File: src/hw/rtl/trle_pkg.sv
`timescale 1ns / 1ps
// ============================================================================
// TGA RLE pixel decoder package
// Shared codes, register indexes and the structs passed between modules.
// ============================================================================
package trle_pkg;

    localparam int CFG_INDEX_W = 4;
    localparam int CFG_DATA_W  = 16;

    // Configuration register indexes.
    localparam logic [CFG_INDEX_W-1:0] CFG_PIXEL_MODE   = 4'd0;
    localparam logic [CFG_INDEX_W-1:0] CFG_RLE_ENABLE   = 4'd1;
    localparam logic [CFG_INDEX_W-1:0] CFG_IMAGE_WIDTH  = 4'd2;
    localparam logic [CFG_INDEX_W-1:0] CFG_IMAGE_HEIGHT = 4'd3;

    // Pixel formats.
    localparam logic [1:0] MODE_PALETTE = 2'd0;
    localparam logic [1:0] MODE_BGR     = 2'd1;

    // Input item opcodes.
    localparam logic OP_DATA    = 1'b0;
    localparam logic OP_PALETTE = 1'b1;

    localparam logic [7:0] ALPHA_OPAQUE = 8'd255;

    typedef struct packed {
        logic [1:0]  pixel_mode;
        logic        rle_enable;
        logic [31:0] pixel_total;
    } trle_cfg_t;

    typedef struct packed {
        logic        wr_en;
        logic        rd_en;
        logic [7:0]  index;
        logic [23:0] color;
    } pal_req_t;

    typedef struct packed {
        logic        palette_pix;
        logic [7:0]  red;
        logic [7:0]  green;
        logic [7:0]  blue;
        logic [7:0]  alpha;
        logic [7:0]  color_index;
        logic [7:0]  repeat_count;
        logic        image_done;
    } pix_res_t;

    // Bytes per pixel for a format; the unused codes decode as BGRA.
    function automatic logic [2:0] bytes_per_pixel(input logic [1:0] mode);
        logic [2:0] n;
        unique case (mode)
            MODE_PALETTE: n = 3'd1;
            MODE_BGR:     n = 3'd3;
            default:      n = 3'd4;
        endcase
        return n;
    endfunction

endpackage

File: src/hw/rtl/trle_parser.sv
`timescale 1ns / 1ps
// ============================================================================
// Stream parser
// Tracks packet headers, pixel bytes and the pixels left in the image.
// ============================================================================
module trle_parser
(
    input  logic                clk,
    input  logic                rst_n,
    input  logic                fire,
    input  logic                opcode,
    input  logic [7:0]          data_byte,
    input  logic [7:0]          palette_index,
    input  logic [23:0]         palette_color,
    input  trle_pkg::trle_cfg_t cfg_state,
    output trle_pkg::pal_req_t  pal_req,
    output logic                res_valid,
    output trle_pkg::pix_res_t  res
);

    logic [31:0] pl_reg,  pl_next;
    logic        eh_reg,  eh_next;
    logic        rp_reg,  rp_next;
    logic [7:0]  ppl_reg, ppl_next;
    logic [1:0]  bip_reg, bip_next;
    logic [23:0] pb_reg,  pb_next;

    logic        start;
    logic [31:0] pl_e;
    logic        eh_e;
    logic        rp_e;
    logic [7:0]  ppl_e;
    logic [1:0]  bip_e;
    logic [23:0] pb_e;
    logic [2:0]  need;
    logic [7:0]  cnt_raw;
    logic [7:0]  cnt;
    logic [7:0]  ppl_dec;
    logic [31:0] pl_new;

    // A data byte with no pixels left starts a new image from cleared state.
    assign start = (pl_reg == 32'd0);
    assign pl_e  = start ? cfg_state.pixel_total : pl_reg;
    assign eh_e  = start ? 1'b1  : eh_reg;
    assign rp_e  = start ? 1'b0  : rp_reg;
    assign ppl_e = start ? 8'd0  : ppl_reg;
    assign bip_e = start ? 2'd0  : bip_reg;
    assign pb_e  = start ? 24'd0 : pb_reg;
    assign need  = trle_pkg::bytes_per_pixel(cfg_state.pixel_mode);

    always_comb
    begin
        pl_next   = pl_reg;
        eh_next   = eh_reg;
        rp_next   = rp_reg;
        ppl_next  = ppl_reg;
        bip_next  = bip_reg;
        pb_next   = pb_reg;
        res_valid = 1'b0;
        res       = '0;
        cnt_raw   = 8'd1;
        cnt       = 8'd1;
        ppl_dec   = 8'd0;
        pl_new    = pl_e;

        pal_req.wr_en = 1'b0;
        pal_req.rd_en = 1'b0;
        pal_req.index = data_byte;
        pal_req.color = palette_color;

        if (fire && (opcode == trle_pkg::OP_PALETTE))
        begin
            pal_req.wr_en = 1'b1;
            pal_req.index = palette_index;
        end
        else if (fire)
        begin
            pl_next  = pl_e;
            eh_next  = eh_e;
            rp_next  = rp_e;
            ppl_next = ppl_e;
            bip_next = bip_e;
            pb_next  = pb_e;
            priority if (pl_e == 32'd0)
            begin
                // Empty image: the byte is dropped.
            end
            else if (cfg_state.rle_enable && eh_e)
            begin
                rp_next  = data_byte[7];
                ppl_next = {1'b0, data_byte[6:0]} + 8'd1;
                eh_next  = 1'b0;
                bip_next = 2'd0;
                pb_next  = 24'd0;
            end
            else if (({1'b0, bip_e} + 3'd1) < need)
            begin
                pb_next  = pb_e | (24'(data_byte) << {bip_e, 3'b000});
                bip_next = bip_e + 2'd1;
            end
            else
            begin
                res_valid = 1'b1;
                unique case (need)
                    3'd1:
                    begin
                        res.palette_pix = 1'b1;
                        res.color_index = data_byte;
                        res.alpha       = trle_pkg::ALPHA_OPAQUE;
                        pal_req.rd_en   = 1'b1;
                    end
                    3'd3:
                    begin
                        res.blue  = pb_e[7:0];
                        res.green = pb_e[15:8];
                        res.red   = data_byte;
                        res.alpha = trle_pkg::ALPHA_OPAQUE;
                    end
                    default:
                    begin
                        res.blue  = pb_e[7:0];
                        res.green = pb_e[15:8];
                        res.red   = pb_e[23:16];
                        res.alpha = data_byte;
                    end
                endcase
                bip_next = 2'd0;
                pb_next  = 24'd0;

                if (cfg_state.rle_enable && rp_e)
                begin
                    cnt_raw  = (ppl_e == 8'd0) ? 8'd1 : ppl_e;
                    cnt      = (pl_e < 32'(cnt_raw)) ? pl_e[7:0] : cnt_raw;
                    ppl_next = 8'd0;
                    eh_next  = 1'b1;
                end
                else if (cfg_state.rle_enable)
                begin
                    ppl_dec  = (ppl_e == 8'd0) ? 8'd0 : ppl_e - 8'd1;
                    ppl_next = ppl_dec;
                    if (ppl_dec == 8'd0)
                    begin
                        eh_next = 1'b1;
                    end
                end

                pl_new           = pl_e - 32'(cnt);
                pl_next          = pl_new;
                res.repeat_count = cnt;
                res.image_done   = (pl_new == 32'd0);
                if (pl_new == 32'd0)
                begin
                    eh_next  = 1'b1;
                    rp_next  = 1'b0;
                    ppl_next = 8'd0;
                end
            end
        end
    end

    always_ff @(posedge clk or negedge rst_n)
    begin
        if (!rst_n)
        begin
            pl_reg  <= '0;
            eh_reg  <= 1'b1;
            rp_reg  <= 1'b0;
            ppl_reg <= '0;
            bip_reg <= '0;
            pb_reg  <= '0;
        end
        else
        begin
            pl_reg  <= pl_next;
            eh_reg  <= eh_next;
            rp_reg  <= rp_next;
            ppl_reg <= ppl_next;
            bip_reg <= bip_next;
            pb_reg  <= pb_next;
        end
    end

endmodule

File: config.mk
export PLATFORM = sky130hd
export DESIGN_NAME = trle_parser
export DESIGN_NICKNAME = d
export VERILOG_FILES = /design/src/hw/rtl/trle_pkg.sv /design/src/hw/rtl/trle_parser.sv
export SDC_FILE = /design/constraint.sdc
export NUM_CORES = 1
export LEC_CHECK = 0
export ABC_AREA = 1
export BUFFER_PORTS_ARGS = -buffer_cell sky130_fd_sc_hd__clkbuf_2
export CORE_MARGIN = 10
export CORE_UTILIZATION = 61
export CTS_BUF_LIST = sky130_fd_sc_hd__clkbuf_8
export DETAILED_ROUTE_END_ITERATION = 10
export PLACE_DENSITY_LB_ADDON = 0.25
export SYNTH_ARGS = -nofsm -noshare
export SYNTH_HDL_FRONTEND = slang
export SYNTH_SLANG_ARGS = --single-unit
File: constraint.sdc
create_clock -name clk -period 10.2 [get_ports clk]
set_input_delay 1.02 -clock clk [delete_from_list [all_inputs] [get_ports clk]]
set_output_delay 1.02 -clock clk [all_outputs]
set_load 0.03 [all_outputs]
# == Word level (Yosys, flattened, before mapping) ==
# Index checks and enable logic that the tools add are counted.
# classes
n_lt_le_gt_ge,2
n_reduce_logical,11
n_mux,63
bitwise_logic,2
n_addsub,5
shift,1
n_eq_ne,3
# op_table
op,count
$mux W50,5
$mux W8,19
$mux W32,4
$logic_not A32 Y1,3
$mux W24,4
$pmux W24 S2,1
$lt A32 B8 Y1,1
$sub A32 B8 Y32,1
$mux W1,25
$or A24 B24 Y24,1
$shl A8 B5 Y24,1
$logic_not A8 Y1,2
$add A7 B1 Y8 const B,1
$mux W2,4
$sub A8 B1 Y8 const B,1
$pmux W3 S2,1
$add A2 B1 Y3 const B,1
$eq A3 B1 Y1 const B,1
$eq A3 B2 Y1 const B,1
$logic_and A1 B1 Y1,3
$lt A3 B3 Y1,1
$add A2 B1 Y2 const B,1
$eq A2 B1 Y1 const B,1
$logic_not A2 Y1,1
3 further kinds,3
# word_totals
output_inout_bits,85
register_bits,68
input_bits,79

# == Logic depth before layout (Yosys ltp) ==
# Gate-level depths: netlist of run 1.
# depth
word_depth,19
depth_mapped,46

# == Least setup slack after synthesis of run 1 ==
# OpenSTA, ideal clock, no wires.
# synth_path
path_type,reg2out
from,register pl_reg[31]
to,output res[0] in the netlist's numbering
stages_incl_launch_ff,39
required_ns,9.180
path_buffers,4
slack_ns,4.059
t_arrival_ns,5.121
cell_sequence,dfrtp_1 nor2_1 nand2_1 nor2_2 nand2_4 nor2_4 buf_6 buf_12 buf_6 buf_6 nor2_2 clkinv_2 ha_1 nand2_2 nor2_4 nand4_4 nand2_2 nand2_1 [3 not listed] nand3_1 nand2_1 nor2_1 inv_1 ha_1 inv_1 fa_1 nand3_1 nand2_1 a21oi_1 inv_1 nor2_1 nand3_1 o21ai_1 nand2_1 nor4_1 nand3_1 nor2_1
# synth_lines
item,line,text
"start, declared",trle_parser.sv:21,"logic [31:0] pl_reg, pl_next;"
"start signal, assigned",trle_parser.sv:174,pl_reg <= pl_next;
"end, declared",trle_parser.sv:18,output trle_pkg::pix_res_t res

==> results.tsv, run 1 <==
metric	value	unit
synth.cell_area	6900	µm²
drt_first_pass_iters	6	
m1WireLength	9220	µm
start_util	0.631	
yosysUniqueCellTypes	45	
top_layer	met4	
maxCapViolCount	0	
dr_wl_met3	1990	µm
route.vias.total	7972	
final.setup.tns	0	ns
timing_hold_violations_final	0	
postSynthCellCount	1128	
critical_path_class	register to output port	
outcome	completed	
slew_headroom	0.391	
hold_path.class	register to register	
io_buffer_count	115	
max_stage_delay	0.56	ns
reg2reg_to	ppl_reg[1]	
dpl_worst_slack	2.72	ns
maxSlewViolCount	0	
core_area	10900	µm²
io_pins	164	
synth_edf_count	0	
place.gp.congestion	1.01	
synth_top_area_cell	dfrtp_1	
yosysWarnings	0	
root_buffer	clkbuf_8	
wl_met2	10300	µm
cts_max_level	3	
die_area	16000	µm²
grt_max_degree	84	
ant_nets	0	
rsz0062_at_grt	false	
synth_area_leaders	dfrtp_1 24%, nand2_1 17%, nor2_1 7.3%	
drt-vias-per-instance	5.96	
crit_arrival	7.06	ns
dpl.hpwl	16300	µm
yosys_most_used_dff	dfrtp_1	
clkSlewWorstSetupHoldPaths	0.08	ns
drive_gt1_frac	0.165	
start_kind	register	
cts-resized-gates	0	
slowest_stage	nor2_4	
largest_register_ffs	32	
die_h	126	µm
nNetsFinal	1293	
worstReg2RegStart	pl_reg[26]	
setup_viol	0	
antenna_found_initial	0	
placementRows	38	
critPathMaxFanout	34	
drc	0	
grt_pass1_wl	35500	µm
cts_tree	done	
worstMarginPinSlew	0.913	ns
fmax	124	MHz
drt-initial-drc-count	1025	
track_usage	0.262	
finalClockSkew	0.00988	ns
ir_drop	0.199	mV
p_leak	3.86	nW
synthTopCellsByCount	307 x nand2_1, 135 x nor2_1, 102 x inv_1, 95 x o21ai_0, 84 x nand3_1	
post-cts-setup-buffers	0	
clock_latency	0.38	ns
avgSynthCellArea	6.12	µm²
setup_ws	2.12	ns
required	9.18	ns
cts_hold_buf	0	
antenna_cells	0	
avgRoutedWirePerCell	16.5	µm
grt_pass1_vias	7212	
area_growth	8.99	%
synth_top_area_share	0.243	
worst-r2r-cell-count	40	
rrSetupSlack	3.35	ns
ys_seq_elements	68	
wirelength	22000	µm
cp-startpoint	pl_reg[26]	
fillCellCount	1046	
synth_nets	1228	
crit_end	res[0]	
critPathCaptureType	output port	
clkSinkCount	68	
seq_area_frac_synth	0.247	
cts_buffers	9	
yosysMostFrequentCell	nand2_1	
power_density	291	nW/µm²
finalCritPeriodShare	0.792	
cts_buffer_depth	2	
cp_common_cell	nand2_1	
p_total	2.19	mW
dieWidth	126	µm
period_minus_slack	8.08	ns
overflow	0	
async_flop_share	1.00	
-- cells in the final DEF (no fill, tap or decap), types with 2 or more instances in the layout --
cell | Yosys | final
a211oi_1 | 4 | 4
a21oi_1 | 70 | 70
a31oi_1 | 11 | 11
and2_1 | 3 | 3
buf_4 | 26 | 6
bufinv_16 | 0 | 3
clkbuf_2 | 0 | 114
clkbuf_8 | 0 | 9
clkinv_1 | 3 | 3
clkinv_2 | 1 | 2
dfrtp_1 | 67 | 67
ha_1 | 20 | 20
inv_1 | 102 | 102
inv_2 | 7 | 7
inv_6 | 1 | 2
nand2_1 | 307 | 307
nand2_2 | 10 | 10
nand2_4 | 8 | 8
nand3_1 | 84 | 84
nand3_2 | 7 | 7
nand3b_1 | 2 | 2
nand4_1 | 12 | 12
nor2_1 | 135 | 134
nor2_2 | 16 | 16
nor2_4 | 6 | 7
nor3_1 | 30 | 30
nor4_1 | 2 | 2
o211ai_1 | 9 | 9
o21ai_0 | 95 | 95
o21ai_1 | 13 | 13
o22ai_1 | 14 | 14
xor2_1 | 11 | 11
-- power by group --
part	switching [mW]	internal, mW	total (mW)
sequential	0.0797	0.389	0.469
combinational	1.01	0.435	1.44
clock	0.119	0.162	0.280
total	1.21	0.986	2.19
-- routing by layer --
layer  vias up  global-route usage
met5         -                   0
met2       427               0.415
met3        53              0.0521
met1      3673               0.342
li1       3819                   -
met4         0               0.110
-- cells by family after synthesis --
logic type | Yosys count | synth area share
buffers and inverters | 181 | 0.124
AOI/OAI and AO/OA | 220 | 0.171
DFF | 68 | 0.247
adders and majority gates | 21 | 0.0392
xor gates and xnor gates | 12 | 0.0152
and+or+nand+nor | 626 | 0.405
-- metrics by stage --
| step | instance area (µm²) | std cells | hold WS, ns | utilization |
|---|---|---|---|---|
| after floorplan | 6900 | 1128 | 0.449 | - |
| after global placement | 7280 | 1322 | 0.462 | 0.666 |
| after detailed placement | 7280 | 1322 | 0.467 | 0.666 |
| after CTS | 7520 | 1337 | 0.487 | 0.688 |
| after global routing | 7520 | 1337 | 0.500 | 0.688 |
| final | 7520 | 1337 | 0.489 | 0.688 |
-- area by class of cell --
type	count	area (µm²)	share of cell area
Multi-Input combinational cell	879	4350	0.579
Sequential cell	68	1700	0.226
Clock inverter	6	113	0.0150
Clock buffer	9	124	0.0165
Tap cell	140	175	0.0233
Inverter	114	434	0.0577
Timing Repair Buffer	121	621	0.0825
-- worst min path at each step --
stage | startpoint | end | slack, ns | cells past startpoint
after detailed placement | pb_reg[5] | pb_reg[5] | 0.47 | 2
after CTS | pb_reg[5] | pb_reg[5] | 0.49 | 2
after global routing | ppl_reg[1] | ppl_reg[1] | 0.50 | 2
after floorplan | ppl_reg[1] | ppl_reg[1] | 0.45 | 2
after global placement | pb_reg[14] | pb_reg[14] | 0.46 | 2
final | pb_reg[2] | pb_reg[2] | 0.49 | 2
-- worst max-delay path, delay by kind of cell, from the launching register on --
kind | cells | cell delay, ns
AOI/OAI and AO/OA | 3 | 0.79
adders and majority gates | 3 | 0.76
buffers and inverters | 5 | 0.96
DFF | 1 | 0.39
and+or+nand+nor | 27 | 3.74
Power figures use the tool's default switching activity.
==> inputs of run 2 (changes only) <==
- ABC_AREA: 1 -> 0
- CORE_UTILIZATION: 61 -> 51
- clock period: 10.2 -> 6.5 ns (I/O delays scaled with it)
==> run 2 against run 1 <==
Net effect: the run now ends with negative setup slack left; synthesized cell count shrank 22%; hold slack lost 0.011 ns; register-to-register slack lost 3.7 ns; total power grew 69%; design area grew 23%; non-clock buffer count grew 202; clock power grew 53%; combinational power grew 79%; critical path type unchanged; largest power group unchanged.
==> results.tsv, run 2 <==
metric	value	unit	change
outcome	finished, violations left		was completed
violations	negative setup slack		
start_util	0.527		was 0.631
area_growth	36.9	%	was 8.99%
async_flop_share	1.00		unchanged
netSwitchingPower	1.73	mW	was 1.21 mW
crit_chain	or4_4, nor4_4, nand3_4, nand2_4, ha_4, a21o_1, a21o_1, a2111oi_4, o31a_1, mux2_4, nand2_4, ha_4, inv_2, fa_2, or4b_4, or4_4, nor4_4, o221ai_2, a211oi_2, o2111ai_2, or4_4, nor3_4, buf_8		
ant_nets	0		unchanged
dieWidth	135	µm	was 126 µm
max_stage_delay	0.56	ns	about the same
critical_path_class	register to output port		unchanged
dp.cells	1278		was 1322
power_frac_seq	0.186		was 0.214
p_comb_frac	0.698		was 0.658
rsz0062_at_grt	true		was false
drt_first_pass_iters	6		unchanged
dpl_worst_slack	-0.783	ns	was 2.72 ns
grt_pass1_wl	43500	µm	was 35500 µm
cts_max_level	3		unchanged
final_area	9220	µm²	was 7520 µm²
postSynthCellCount	882		was 1128
yosysUniqueCellTypes	76		was 45
worstMarginPinSlew	1.21	ns	was 0.913 ns
final_common_cell	buf_4		was nand2_1
maxCapViolCount	0		unchanged
slew_headroom	0.173		was 0.391
hold_path.class	input pin to asynchronous set/reset pin		was register to register
maxSlewViolCount	0		unchanged
crit_arrival	6.69	ns	was 7.06 ns
cts_hold_buf	0		unchanged
yosysWarnings	0		unchanged
avgRoutedWirePerCell	21.3	µm	was 16.5 µm
fin_worst_hold_slack	0.478	ns	was 0.489 ns
final_util	0.722		was 0.688
critPathCaptureType	output port		unchanged
seq_area_frac_synth	0.253		was 0.247
cts_buffer_depth	2		unchanged
placementRows	41		was 38
grt_max_degree	72		was 84
largest_register_ffs	32		unchanged
synth_area_leaders	dfrtp_1 25%, a21oi_1 5.2%, nor2_1 4.5%		was dfrtp_1 24%, nand2_1 17%, nor2_1 7.3%
synth_edf_count	0		unchanged
setup_ws	-0.844	ns	was 2.12 ns
fmax	136	MHz	
antenna_cells	0		unchanged
final.setup.tns	-3.46	ns	was 0 ns
die_h	135	µm	was 126 µm
ys_seq_elements	68		unchanged
nNetsFinal	1231		was 1293
track_usage	0.296		was 0.262
yosys_most_used_dff	dfrtp_1		unchanged
synth_top_area_share	0.249		was 0.243
overflow	0		unchanged
cp_common_cell	or4_4		was nand2_1
synth.cell_area	6740	µm²	was 6900 µm²
synthTopCellsByCount	80 x nor2_1, 77 x nand2_1, 70 x a21oi_1, 67 x dfrtp_1, 54 x clkbuf_1		was 307 x nand2_1, 135 x nor2_1, 102 x inv_1, 95 x o21ai_0, 84 x nand3_1
route.vias.total	8498		was 7972
antenna_found_initial	0		unchanged
wirelength	27900	µm	was 22000 µm
final_cell_mix	205 x buf_4, 113 x clkbuf_2, 80 x nor2_1		was 307 x nand2_1, 134 x nor2_1, 114 x clkbuf_2
fillCellCount	1046		unchanged
critPathMaxFanout	5		was 34
finalCritPeriodShare	1.13		
ir_drop	0.271	mV	was 0.199 mV
slowest_stage	or4_4		was nor2_4
root_buffer	clkbuf_8		unchanged
avgSynthCellArea	7.64	µm²	was 6.12 µm²
setup_viol	11		was 0
place.gp.congestion	1.07		was 1.01
synth_top_area_cell	dfrtp_1		unchanged
placed_cell_area	8720	µm²	was 7280 µm²
cts_tree	done		unchanged
start_kind	register		unchanged
io_buffer_count	115		unchanged
core_area	12800	µm²	was 10900 µm²
synth_nets	982		was 1228
clkSlewWorstSetupHoldPaths	0.08	ns	about the same
clkPwrFrac	0.116		was 0.128
grt_pass1_vias	8003		was 7212
drc	0		unchanged
cts_buffers	9		unchanged
sw_frac_of_total	0.469		was 0.550
io_pins	164		unchanged
die_area	18200	µm²	was 16000 µm²
drt-initial-drc-count	1059		was 1025
final_cells	1308		was 1337
drive_gt1_frac	0.356		was 0.165
drt-vias-per-instance	6.50		was 5.96
p_leak	4.17	nW	was 3.86 nW
clock_latency	0.38	ns	about the same
power_density	400	nW/µm²	was 291 nW/µm²
dpl.hpwl	20900	µm	was 16300 µm
p_total	3.69	mW	was 2.19 mW
p_int	1.96	mW	was 0.986 mW
clkSinkCount	68		unchanged
rrSetupSlack	-0.35	ns	was 3.35 ns
period_minus_slack	7.34	ns	
finalClockSkew	0.0137	ns	was 0.00988 ns
yosysMostFrequentCell	nor2_1		was nand2_1
required	5.85	ns	was 9.18 ns
timing_hold_violations_final	0		unchanged
run 2: final cells by class:
class | count | area [µm²] | area share
repair buffers | 323 | 2160 | 0.234
clock inverters | 6 | 95.1 | 0.0103
clock buffers | 10 | 138 | 0.0149
well taps | 172 | 215 | 0.0233
inverters | 24 | 90.1 | 0.00977
flip-flops and latches | 68 | 1700 | 0.185
multi-input cells | 705 | 4820 | 0.523
run 2: logic make-up (layout without fill, tap and decap cells):
| family | count (synthesis) | count (layout) | share of synthesized area |
|---|---|---|---|
| buffers and inverters | 109 | 363 | 0.0756 |
| adder cells (fa/ha/maj) | 21 | 21 | 0.0401 |
| multiplexers | 20 | 20 | 0.0312 |
| flip-flops | 68 | 68 | 0.253 |
| AND/OR/NAND/NOR | 356 | 356 | 0.280 |
| XOR/XNOR | 23 | 23 | 0.0299 |
| AO/OA/AOI/OAI | 285 | 285 | 0.291 |
run 2: routing by layer:
layer | up-vias | share of wire | GRT usage
met5 | - | 0 | 0
met4 | 0 | 0.043 | 0.126
met3 | 111 | 0.11 | 0.0657
met2 | 589 | 0.46 | 0.472
met1 | 3981 | 0.39 | 0.377
li1 | 3817 | - | -
run 2: timing repair:
item	in CTS	in global routing
pin swaps	23	10
endpoints found under the setup margin	11	11
gates resized for setup	18	16
setup buffers	9	5
run 2: critical path, delay by kind of cell, from the launching register on:
family,cells,cell delay [ns]
simple gates,10,3.15
buf+inv,2,0.20
mux,1,0.34
flops,1,0.38
compound gates,7,1.42
fa+ha+maj,3,0.80
run 2: path summary, 6_finish.rpt:
kind                            startpoint  cells past startpoint          to
worst max-delay path            pl_reg[14]                     23      res[0]
worst min-delay path                 rst_n                      2  pb_reg[14]
worst max register to register  pl_reg[14]                     24  ppl_reg[4]
worst min register to register  bip_reg[1]                      2  bip_reg[1]
max in group asynchronous            rst_n                      2  pl_reg[14]
min in group clk                bip_reg[1]                      2  bip_reg[1]
run 2: power groups by stage:
stage / Clock, mW / Sequential, mW / Combinational, mW
finish: 0.427 / 0.687 / 2.58
global route: 0.446 / 0.703 / 2.74
CTS: 0.425 / 0.680 / 2.45
detailed placement: 0 / 0.686 / 2.39
global placement: 0 / 0.678 / 2.37
floorplan: 0 / 0.675 / 1.32
==> inputs of run 3 (changes only) <==
- CORE_UTILIZATION: 51 -> 25
- GPL_TIMING_DRIVEN: unset -> 0
==> run 3 against run 2 <==
Net effect: the flow still finishes with violations (negative setup slack); worst setup slack worse by 0.63 ns; routed wire length up 21%; first-iteration DRC count fell by 2.4%; register-to-register slack got worse by 0.76 ns; die area grew 86%; count of clock-buffer cells in the layout shrank 1; utilization decreased by 38 points; critical path depth up 4; via count fell by 2.8%; cell count is 9.0% higher; non-clock buffer count decreased by 51; sequential share of layout area rose by 0.30 points; largest power group unchanged.
==> results.tsv, run 3 (synthesis gave the netlist of run 2 again) <==
metric	value	unit	change
hold_path.class	input pin to asynchronous set/reset pin		unchanged
power_density	374	nW/µm²	was 400 nW/µm²
finalClockSkew	0.0119	ns	was 0.0137 ns
start_util	0.252		was 0.527
p_total	3.40	mW	was 3.69 mW
p_leak	3.82	nW	was 4.17 nW
wirelength	33800	µm	was 27900 µm
nNetsFinal	1180		was 1231
critPathMaxFanout	10		was 5
grt_pass1_wl	49900	µm	was 43500 µm
worst-r2r-cell-count	29		was 24
cp_top_family	simple AND/OR/NAND/NOR gates		unchanged
dieWidth	184	µm	was 135 µm
period_minus_slack	7.97	ns	was 7.34 ns
final_cell_mix	136 x clkbuf_2, 80 x nor2_1, 79 x buf_4		was 205 x buf_4, 113 x clkbuf_2, 80 x nor2_1
drt-initial-drc-count	1034		was 1059
rsz0062_at_grt	true		unchanged
netSwitchingPower	1.77	mW	was 1.73 mW
clkSlewWorstSetupHoldPaths	0.09	ns	was 0.08 ns
final.setup.tns	-10.39	ns	was -3.46 ns
seqCellArea	1710	µm²	was 1700 µm²
largest_register_ffs	32		unchanged
p_int	1.63	mW	was 1.96 mW
cts_buffer_depth	2		unchanged
critPathCaptureType	output port		unchanged
drc	0		unchanged
track_usage	0.193		was 0.296
grt_pass1_vias	7953		was 8003
multiInputGateArea	4960	µm²	was 4820 µm²
core_area	26700	µm²	was 12800 µm²
clkPwrFrac	0.119		was 0.116
outcome	finished, violations left		unchanged
maxCapViolCount	0		unchanged
timing_hold_violations_final	0		unchanged
drt-vias-per-instance	5.79		was 6.50
setup_viol	11		unchanged
cp.depth	27		was 23
place.gp.congestion	0.973		was 1.07
setup_ws	-1.47	ns	was -0.844 ns
violations	negative setup slack		unchanged
fillCellCount	2856		was 1046
worstMarginPinSlew	1.33	ns	was 1.21 ns
critical_path_class	register to output port		unchanged
die_h	184	µm	was 135 µm
grt_max_degree	44		was 72
slew_headroom	0.105		was 0.173
crit_arrival	7.32	ns	was 6.69 ns
drt_first_pass_iters	6		unchanged
die_area	33900	µm²	was 18200 µm²
p_comb_frac	0.660		was 0.698
required	5.85	ns	about the same
final_common_cell	clkbuf_2		was buf_4
route.vias.total	8257		was 8498
start_kind	register		unchanged
root_buffer	clkbuf_8		unchanged
io_buffer_count	134		was 115
fmax	125	MHz	was 136 MHz
finalCritPeriodShare	1.23		was 1.13
antenna_found_initial	1		was 0
ir_drop	0.128	mV	was 0.271 mV
sw_frac_of_total	0.521		was 0.469
crit_buf_inv	6		was 2
antenna_cells	0		unchanged
dpl.hpwl	24700	µm	was 20900 µm
overflow	0		unchanged
power_frac_seq	0.221		was 0.186
io_pins	164		unchanged
drive_gt1_frac	0.309		was 0.356
cts_buffers	9		unchanged
maxSlewViolCount	0		unchanged
clock_latency	0.40	ns	was 0.38 ns
area_growth	35.3	%	was 36.9%
ant_nets	0		unchanged
fin_worst_hold_slack	0.213	ns	was 0.478 ns
slowest_stage	or4_4		unchanged
cts_tree	done		unchanged
dpl_worst_slack	-2.50	ns	was -0.783 ns
max_stage_delay	0.56	ns	about the same
placementRows	60		was 41
cts_max_level	3		unchanged
avgRoutedWirePerCell	23.7	µm	was 21.3 µm
cp_common_cell	clkbuf_16		was or4_4
clkSinkCount	68		unchanged
[run 3: changes by cell type in the layout (fill, tap and decap cells not counted), sizes merged]
cell,before,now
clkinvlp,0,2
clkbuf,123,189
clkinv,4,1
buf,210,92
bufinv,2,1
inv,24,27
[run 3: worst paths after layout]
path                             from          to  slack [ns]
max                        pl_reg[17]      res[0]       -1.47
min                             rst_n  pb_reg[20]        0.21
max reg2reg                pl_reg[17]  ppl_reg[4]       -1.11
min reg2reg                bip_reg[1]  bip_reg[1]        0.49
max in group asynchronous       rst_n      eh_reg        5.66
min in group clk           bip_reg[1]  bip_reg[1]        0.49
[run 3: per-stage QoR]
step                 util  instances  cell area, µm²
finish              0.341       1426            9110
global route        0.341       1426            9110
CTS                 0.336       1421            8980
detailed placement  0.303       1358            8090
global placement    0.302       1357            8060
floorplan               -        882            6960
[run 3: cell type report]
cell class / count / area share
tap: 341 / 0.0468
timing repair buffer: 194 / 0.130
multi-input combinational: 705 / 0.544
clock inverter: 7 / 0.00906
buffer: 78 / 0.0592
inverter: 24 / 0.00989
sequential: 68 / 0.188
clock buffer: 9 / 0.0136
[run 3: power by group through the flow]
stage               sequential [mW]  combinational, mW  clock (mW)
finish                        0.752               2.25       0.404
floorplan                     0.675               1.32           0
global placement              0.731               1.88           0
detailed placement            0.731               1.88           0
CTS                           0.739               2.12       0.412
global route                  0.770               2.40       0.426
[run 3: per-layer routing]
metal	routed length (µm)	up-vias	track usage
li1	-	3732	-
met5	17	-	0
met2	14200	520	0.292
met4	1660	2	0.0885
met3	3490	107	0.0579
met1	14400	3896	0.246
[run 3: timing repair]
| item | 4_1_cts | 5_1_grt |
|---|---|---|
| setup endpoints to repair | 86 | 31 |
| setup buffers | 56 | 8 |
| resized for setup | 61 | 26 |
| hold buffers | 0 | 0 |
| pin swaps | 30 | 21 |
[run 3: worst register-to-register path: cells and delay by family (launching register included)]
family          cells  cell delay (ns)
simple gates        9             2.99
buf+inv             7             0.98
fa+ha+maj           3             0.69
mux                 1             0.32
flops               1             0.45
compound gates      9             2.07
